==> src/sv/cds_pkg.sv <==
// Shared types, opcodes and calendar helpers for the calendar date stepper.
// No dependencies; used by cds_ctrl, cds_datapath and calendar_date_stepper_top.
package cds_pkg;

  localparam logic OP_LOAD = 1'b0;
  localparam logic OP_ADD  = 1'b1;

  localparam logic [4:0]  DEF_DAY   = 5'd1;
  localparam logic [3:0]  DEF_MONTH = 4'd1;
  localparam logic [13:0] DEF_YEAR  = 14'd2023;

  localparam logic [3:0] LAST_MONTH = 4'd12;

  // Reciprocal of 400 scaled by 2**23; exact quotient for any 14-bit year.
  localparam logic [14:0] RECIP_400 = 15'd20972;
  localparam int          RECIP_SHIFT = 23;
  localparam logic [8:0]  CENT_1 = 9'd100;
  localparam logic [8:0]  CENT_2 = 9'd200;
  localparam logic [8:0]  CENT_3 = 9'd300;

  typedef struct packed {
    logic capture;
    logic leap_q;
    logic leap_r;
    logic load_commit;
    logic step;
    logic clamp;
    logic out_load;
  } cds_cmd_t;

  typedef struct packed {
    logic is_add;
    logic mag_zero;
    logic at_bound;
    logic yr_cross;
    logic out_free;
  } cds_stat_t;

  function automatic logic [4:0] days_in(input logic [3:0] month, input logic leap);
    logic [4:0] n;
    case (month)
      4'd2: n = leap ? 5'd29 : 5'd28;
      4'd4, 4'd6, 4'd9, 4'd11: n = 5'd30;
      default: n = 5'd31;
    endcase
    return n;
  endfunction

endpackage

==> src/sv/calendar_date_stepper_top.sv <==
// Calendar date stepper: loads a Gregorian date or moves it by a signed day count.
// A load runs the leap-year calculation and a range check before the result is registered;
// an add steps a day at a time (|day_delta| unless a bound stops it) and redoes the leap-year
// calculation per year boundary crossed. Items are taken one at a time, only while idle.
// Reset (rst, synchronous, active high) sets the date to 1/1/2023 and empties the output.
// Depends on cds_pkg, cds_ctrl and cds_datapath.
module calendar_date_stepper_top
  import cds_pkg::*;
#(
  parameter int YEAR_LIMIT = 9999
) (
  input  logic        clk,
  input  logic        rst,
  input  logic        s_tvalid,
  output logic        s_tready,
  input  logic [39:0] s_tdata,  // load_day, load_month, load_year, day_delta, zero fill
  input  logic        s_tuser,  // opcode
  output logic        m_tvalid,
  input  logic        m_tready,
  output logic [31:0] m_tdata   // cur_day, cur_month, cur_year, load_rejected,
                                // range_clamped, zero fill
);

  cds_cmd_t  cmd;
  cds_stat_t stat;

  logic [4:0]  out_day;
  logic [3:0]  out_month;
  logic [13:0] out_year;
  logic        out_rejected;
  logic        out_clamped;

  cds_ctrl u_ctrl (
    .clk      (clk),
    .rst      (rst),
    .in_valid (s_tvalid),
    .in_ready (s_tready),
    .stat     (stat),
    .cmd      (cmd)
  );

  cds_datapath #(
    .YEAR_LIMIT (YEAR_LIMIT)
  ) u_dp (
    .clk          (clk),
    .rst          (rst),
    .cmd          (cmd),
    .stat         (stat),
    .in_op        (s_tuser),
    .in_day       (s_tdata[4:0]),
    .in_month     (s_tdata[8:5]),
    .in_year      (s_tdata[22:9]),
    .in_delta     (s_tdata[38:23]),
    .out_valid    (m_tvalid),
    .out_ready    (m_tready),
    .out_day      (out_day),
    .out_month    (out_month),
    .out_year     (out_year),
    .out_rejected (out_rejected),
    .out_clamped  (out_clamped)
  );

  assign m_tdata = {7'd0, out_clamped, out_rejected, out_year, out_month, out_day};

`ifndef ASSERT_OFF
  a_step_needs_days: assert property (@(posedge clk) disable iff (rst)
    cmd.step |-> !stat.mag_zero)
    else $error("day step issued with no days left");

  a_result_follows_load: assert property (@(posedge clk) disable iff (rst)
    cmd.out_load |=> m_tvalid)
    else $error("result register not valid after load");

  a_one_item_at_a_time: assert property (@(posedge clk) disable iff (rst)
    (s_tvalid && s_tready) |=> !s_tready)
    else $error("new beat accepted while an item is in progress");

  a_flags_exclusive: assert property (@(posedge clk) disable iff (rst)
    m_tvalid |-> !(out_rejected && out_clamped))
    else $error("rejected and clamped flags both set");
`endif

endmodule

==> src/sv/cds_ctrl.sv <==
// Controller state machine of the calendar date stepper.
// Depends on cds_pkg for the command and status structs.
module cds_ctrl
  import cds_pkg::*;
(
  input  logic      clk,
  input  logic      rst,
  input  logic      in_valid,
  output logic      in_ready,
  input  cds_stat_t stat,
  output cds_cmd_t  cmd
);

  localparam logic [2:0] S_IDLE = 3'd0;
  localparam logic [2:0] S_LQ   = 3'd1;
  localparam logic [2:0] S_LR   = 3'd2;
  localparam logic [2:0] S_CHK  = 3'd3;
  localparam logic [2:0] S_STEP = 3'd4;
  localparam logic [2:0] S_FIN  = 3'd5;

  logic [2:0] state;
  logic [2:0] state_next;

  assign in_ready = (state == S_IDLE);

  always_ff @(posedge clk) begin
    if (rst) begin
      state <= S_IDLE;
    end else begin
      state <= state_next;
    end
  end

  always_comb begin
    state_next = state;
    cmd = '0;
    case (state)
      S_IDLE: begin
        if (in_valid) begin
          cmd.capture = 1'b1;
          state_next = S_LQ;
        end
      end
      S_LQ: begin
        cmd.leap_q = 1'b1;
        state_next = S_LR;
      end
      S_LR: begin
        cmd.leap_r = 1'b1;
        state_next = stat.is_add ? S_STEP : S_CHK;
      end
      S_CHK: begin
        cmd.load_commit = 1'b1;
        state_next = S_FIN;
      end
      S_STEP: begin
        if (stat.mag_zero) begin
          state_next = S_FIN;
        end else if (stat.at_bound) begin
          cmd.clamp = 1'b1;
          state_next = S_FIN;
        end else begin
          cmd.step = 1'b1;
          state_next = stat.yr_cross ? S_LQ : S_STEP;
        end
      end
      S_FIN: begin
        if (stat.out_free) begin
          cmd.out_load = 1'b1;
          state_next = S_IDLE;
        end
      end
      default: begin
        state_next = S_IDLE;
      end
    endcase
  end

endmodule

==> src/sv/cds_datapath.sv <==
// Datapath of the calendar date stepper: date registers, leap-year unit,
// day stepper and output register. Depends on cds_pkg.
module cds_datapath
  import cds_pkg::*;
#(
  parameter int YEAR_LIMIT = 9999
) (
  input  logic        clk,
  input  logic        rst,
  input  cds_cmd_t    cmd,
  output cds_stat_t   stat,
  input  logic        in_op,
  input  logic [4:0]  in_day,
  input  logic [3:0]  in_month,
  input  logic [13:0] in_year,
  input  logic [15:0] in_delta,
  output logic        out_valid,
  input  logic        out_ready,
  output logic [4:0]  out_day,
  output logic [3:0]  out_month,
  output logic [13:0] out_year,
  output logic        out_rejected,
  output logic        out_clamped
);

  localparam logic [13:0] YL = 14'(YEAR_LIMIT);

  logic [4:0]  day_reg;
  logic [3:0]  month_reg;
  logic [13:0] year_reg;
  logic        op;
  logic [4:0]  ld_day;
  logic [3:0]  ld_month;
  logic [13:0] ld_year;
  logic        neg;
  logic [15:0] mag;
  logic [5:0]  quot;
  logic        leap;
  logic        rejected;
  logic        clamped;

  logic [13:0] yr_src;
  logic [28:0] prod;
  logic [13:0] rem_full;
  logic [8:0]  rem400;
  logic        leap_next;
  logic [4:0]  dim;
  logic [4:0]  dim_prev;
  logic [3:0]  prev_month;
  logic        fw_day;
  logic        fw_mon;
  logic        bk_day;
  logic        bk_mon;
  logic        load_ok;

  assign yr_src   = (op == OP_ADD) ? year_reg : ld_year;
  assign prod     = 29'(yr_src) * 29'(RECIP_400);
  assign rem_full = yr_src - 14'(quot) * 14'd400;
  assign rem400   = rem_full[8:0];
  assign leap_next = (rem400[1:0] == 2'd0) && (rem400 != CENT_1) &&
                     (rem400 != CENT_2) && (rem400 != CENT_3);

  assign dim        = days_in(month_reg, leap);
  assign prev_month = month_reg - 4'd1;
  assign dim_prev   = days_in(prev_month, leap);
  assign fw_day     = day_reg < dim;
  assign fw_mon     = month_reg < LAST_MONTH;
  assign bk_day     = day_reg > 5'd1;
  assign bk_mon     = month_reg > 4'd1;

  assign load_ok = (ld_month >= 4'd1) && (ld_month <= LAST_MONTH) && (ld_year >= 14'd1) &&
                   (ld_year <= YL) && (ld_day >= 5'd1) && (ld_day <= days_in(ld_month, leap));

  assign stat.is_add   = (op == OP_ADD);
  assign stat.mag_zero = (mag == 16'd0);
  assign stat.yr_cross = neg ? (!bk_day && !bk_mon) : (!fw_day && !fw_mon);
  assign stat.at_bound = neg ? (!bk_day && !bk_mon && (year_reg <= 14'd1))
                             : (!fw_day && !fw_mon && (year_reg >= YL));
  assign stat.out_free = !out_valid || out_ready;

  always_ff @(posedge clk) begin
    if (rst) begin
      day_reg   <= DEF_DAY;
      month_reg <= DEF_MONTH;
      year_reg  <= DEF_YEAR;
      out_valid <= 1'b0;
    end else begin
      if (cmd.load_commit) begin
        if (load_ok) begin
          day_reg   <= ld_day;
          month_reg <= ld_month;
          year_reg  <= ld_year;
        end else begin
          day_reg   <= DEF_DAY;
          month_reg <= DEF_MONTH;
          year_reg  <= DEF_YEAR;
        end
      end else if (cmd.step) begin
        if (neg) begin
          if (bk_day) begin
            day_reg <= day_reg - 5'd1;
          end else if (bk_mon) begin
            month_reg <= prev_month;
            day_reg   <= dim_prev;
          end else begin
            year_reg  <= year_reg - 14'd1;
            month_reg <= LAST_MONTH;
            day_reg   <= 5'd31;
          end
        end else begin
          if (fw_day) begin
            day_reg <= day_reg + 5'd1;
          end else if (fw_mon) begin
            month_reg <= month_reg + 4'd1;
            day_reg   <= 5'd1;
          end else begin
            year_reg  <= year_reg + 14'd1;
            month_reg <= 4'd1;
            day_reg   <= 5'd1;
          end
        end
      end
      if (cmd.out_load) begin
        out_valid <= 1'b1;
      end else if (out_ready) begin
        out_valid <= 1'b0;
      end
    end
  end

  always_ff @(posedge clk) begin
    if (cmd.capture) begin
      op       <= in_op;
      ld_day   <= in_day;
      ld_month <= in_month;
      ld_year  <= in_year;
      neg      <= in_delta[15] && (in_op == OP_ADD);
      mag      <= (in_op == OP_ADD) ? (in_delta[15] ? (16'd0 - in_delta) : in_delta) : 16'd0;
      rejected <= 1'b0;
      clamped  <= 1'b0;
    end else begin
      if (cmd.step) begin
        mag <= mag - 16'd1;
      end
      if (cmd.clamp) begin
        clamped <= 1'b1;
      end
      if (cmd.load_commit) begin
        rejected <= !load_ok;
      end
    end
    if (cmd.leap_q) begin
      quot <= prod[RECIP_SHIFT +: 6];
    end
    if (cmd.leap_r) begin
      leap <= leap_next;
    end
    if (cmd.out_load) begin
      out_day      <= day_reg;
      out_month    <= month_reg;
      out_year     <= year_reg;
      out_rejected <= rejected;
      out_clamped  <= clamped;
    end
  end

endmodule
==> config.mk <==
export PLATFORM = sky130hd
export DESIGN_NAME = calendar_date_stepper_top
export DESIGN_NICKNAME = d
export VERILOG_FILES = /design/src/sv/cds_pkg.sv /design/src/sv/calendar_date_stepper_top.sv /design/src/sv/cds_ctrl.sv /design/src/sv/cds_datapath.sv
export SDC_FILE = /design/constraint.sdc
export NUM_CORES = 1
export LEC_CHECK = 0
export ABC_AREA = 1
export BUFFER_PORTS_ARGS = -buffer_cell sky130_fd_sc_hd__buf_2
export CORE_MARGIN = 2
export CORE_UTILIZATION = 62
export DETAILED_ROUTE_END_ITERATION = 12
export PLACE_DENSITY_LB_ADDON = 0.2
export REMOVE_ABC_BUFFERS = 1
export SYNTH_ARGS = -nofsm -noshare
export SYNTH_HDL_FRONTEND = slang
export SYNTH_SLANG_ARGS = --single-unit
==> constraint.sdc <==
create_clock -name clk -period 6.94 [get_ports clk]
set_clock_uncertainty 0.2 [all_clocks]
set_input_delay 0.694 -clock clk [delete_from_list [all_inputs] [get_ports clk]]
set_output_delay 0.694 -clock clk [all_outputs]
set_load 0.1 [all_outputs]
==> flow_metrics.py <==
metrics = {
    "run_status": {
        "status": "complete, no violations",
    },
    "floorplanning": {
        "dieArea_um2": 16600,
        "fp-row-count": 45,
        "io_pins": 79,
        "start_util_pct": 63.4,
        "die_width_um": 129,
        "fp.dieH_um": 129,
        "core_um2": 15200,
    },
    "drt": {
        "first_iter_violations": 792,
        "wl_per_cell_um": 15.0,
        "drcViolationCount": 0,
        "drt_wl_total_um": 21600,
        "detail-route-antenna-nets": 0,
        "via_per_inst": 5.54,
        "drtPass1Iterations": 6,
        "num_vias": 7973,
    },
    "clock_network": {
        "cts-resized-gates": 0,
        "cts_tree": "built",
        "tritoncts.num_buffers": 9,
        "clk_latency_ps": 360,
        "cts.clk_slew.worst_paths_ps": 70,
        "cts_setup_buffers": 0,
        "cts_buffer_depth": 2,
        "cts_hold_buf": 0,
        "htree_levels": 3,
        "clock_sinks": 101,
        "cts_root_buf": "clkbuf_16",
    },
    "place": {
        "hpwl_um": 17400,
        "port_buffers": 70,
        "gp_congestion": 0.934,
    },
    "logic_synthesis": {
        "synth-seq-cells": 101,
        "synthXorXnorAreaFrac_pct": 3.18,
        "synthDistinctLibCells": 49,
        "synth_top_family_by_area": "adder cells",
        "ys_warn_count": 0,
        "syn_avg_cell_area_um2": 8.15,
        "synthSimpleGateAreaFrac_pct": 20.0,
        "postSynthCellCount": 1182,
        "synth_area_um2": 9630,
        "yosys.area_share.adder_pct": 28.3,
        "synth_seq_area_share_pct": 28.5,
        "synth_compound_area_share_pct": 9.60,
        "synth_area_leader_cell": "edfxtp_1",
        "synth_ff_type": "edfxtp_1",
        "synth_area_leaders": "edfxtp_1 22%, ha_1 15%, fa_1 13%, nand2_1 8.3%, inv_1 8.2%",
        "ys_async_sr_fraction_pct": 0,
        "synth_edf_count": 72,
        "synthMuxAreaShare_pct": 0,
        "synth_top_area_share_pct": 22.4,
    },
    "run": {
        "max_cap_viol_count": 0,
    },
    "timing": {
        "setup_violations": 0,
        "rsz0062_at_grt": "false",
        "finalSetupTns_ps": 0,
        "slew_headroom_pct": 29.8,
        "hold_viol_final": 0,
        "finalCritPeriodShare_pct": 87.9,
        "max_freq_mhz": 164,
        "period_needed_ps": 6100,
        "tightest_slew_ps": 1050,
        "slew_viol_final": 0,
    },
    "worst_hold_path": {
        "hp-class": "reg -> reg",
    },
    "finish": {
        "diodes": 0,
        "final_layout_size_suffix_gt1_share_pct": 9.43,
        "regMostFlops": "u_dp.mag",
        "largest_reg_flops": 16,
        "final_common_cell": "nand2_1",
        "num-nets-final": 1472,
        "areaGrowthSynthToFinish_pct": 8.00,
        "fill_cells": 1267,
        "layout_common_cells": "214 x nand2_1, 211 x inv_1, 119 x ha_1, 103 x nor2_1, 74 x nand3_1",
    },
    "critical_path": {
        "startpoint_type": "flop",
        "worstPathMaxFanout": 21,
        "arrival_ps": 6070,
        "crit_type": "reg -> reg",
        "crit_required_ps": 6910,
        "cp-end-kind": "flop",
    },
    "global_route": {
        "grt_usage_pct": 27.9,
        "grt.overflow.total": 0,
        "grt_max_degree": 31,
        "grt_pass1_wl_um": 36700,
        "antenna_found_initial": 0,
        "grt_pass1_vias": 7784,
    },
}
==> critical path: stages, from the launching register on <==
cell	delay, ps
edfxtp_1	650
o21ai_0	750
inv_1	310
ha_1	420
ha_1	300
inv_1	60
fa_1	530
inv_1	50
fa_1	520
inv_1	50
fa_1	570
inv_1	50
ha_1	320
nand2_1	80
nor2_1	140
nand2_1	70
nor3_1	180
nand3_1	110
nand4_1	150
nand2_1	70
nand2_1	70
xor2_1	230
==> final timing paths <==
kind | from | endpoint | slack, ps | depth (start not counted)
worst min-delay path | u_dp.rejected | u_dp.out_rejected | 230 | 0
worst min register to register | u_dp.rejected | u_dp.out_rejected | 230 | 0
worst max register to register | u_dp.op | u_dp.quot[2] | 840 | 21
worst max-delay path | u_dp.op | u_dp.quot[2] | 840 | 21
==> cell usage after synthesis (6+ instances only) <==
library cell  number
dfxtp_1           29
edfxtp_1          72
nand4_1           12
xor2_1            28
inv_1            211
a21oi_1           64
nand2_1          214
clkbuf_1           9
buf_4             11
nor2_1           103
nor3_1            21
ha_1             119
or2_2              6
xnor2_1            7
fa_1              62
o21ai_0           72
nand3_1           74
==> cell type report <==
cell class / instances / area [um^2] / area share [%]
flip-flops and latches: 101 / 2740 / 26.4
inverters: 215 / 807 / 7.76
clock inverters: 7 / 66.3 / 0.637
multi-input cells: 841 / 5920 / 56.9
clock buffers: 9 / 225 / 2.16
well taps: 188 / 235 / 2.26
repair buffers: 78 / 410 / 3.94
==> kinds of logic (layout without fill, tap and decap cells) <==
| group | Yosys count | after routing |
|---|---|---|
| xor+xnor | 35 | 35 |
| compound gates | 168 | 168 |
| fa+ha+maj | 181 | 181 |
| flops | 101 | 101 |
| buf+inv | 246 | 309 |
| simple gates | 450 | 450 |
| other cells | 1 | 7 |
==> metrics by stage <==
stage	setup slack (ps)	instances	hold WS [ps]	util [%]	area, um^2
after CTS	831	1439	235	68.4	10400
after detailed placement	863	1423	223	66.5	10100
after global routing	274	1439	251	68.4	10400
final	843	1439	230	68.4	10400
after global placement	969	1423	213	66.5	10100
after floorplan	1250	1157	203	-	9460
==> metal layers <==
metal | wire, um | track usage [%] | vias up
met1 | 9610 | 36.8 | 3732
met5 | 0 | 0 | -
met2 | 10500 | 47.7 | 250
li1 | - | - | 3952
met3 | 1000 | 3.53 | 39
met4 | 510 | 9.59 | 0
Power is not shown: default switching activity piles up to over one toggle a cycle in this logic, so the estimate is an artifact.
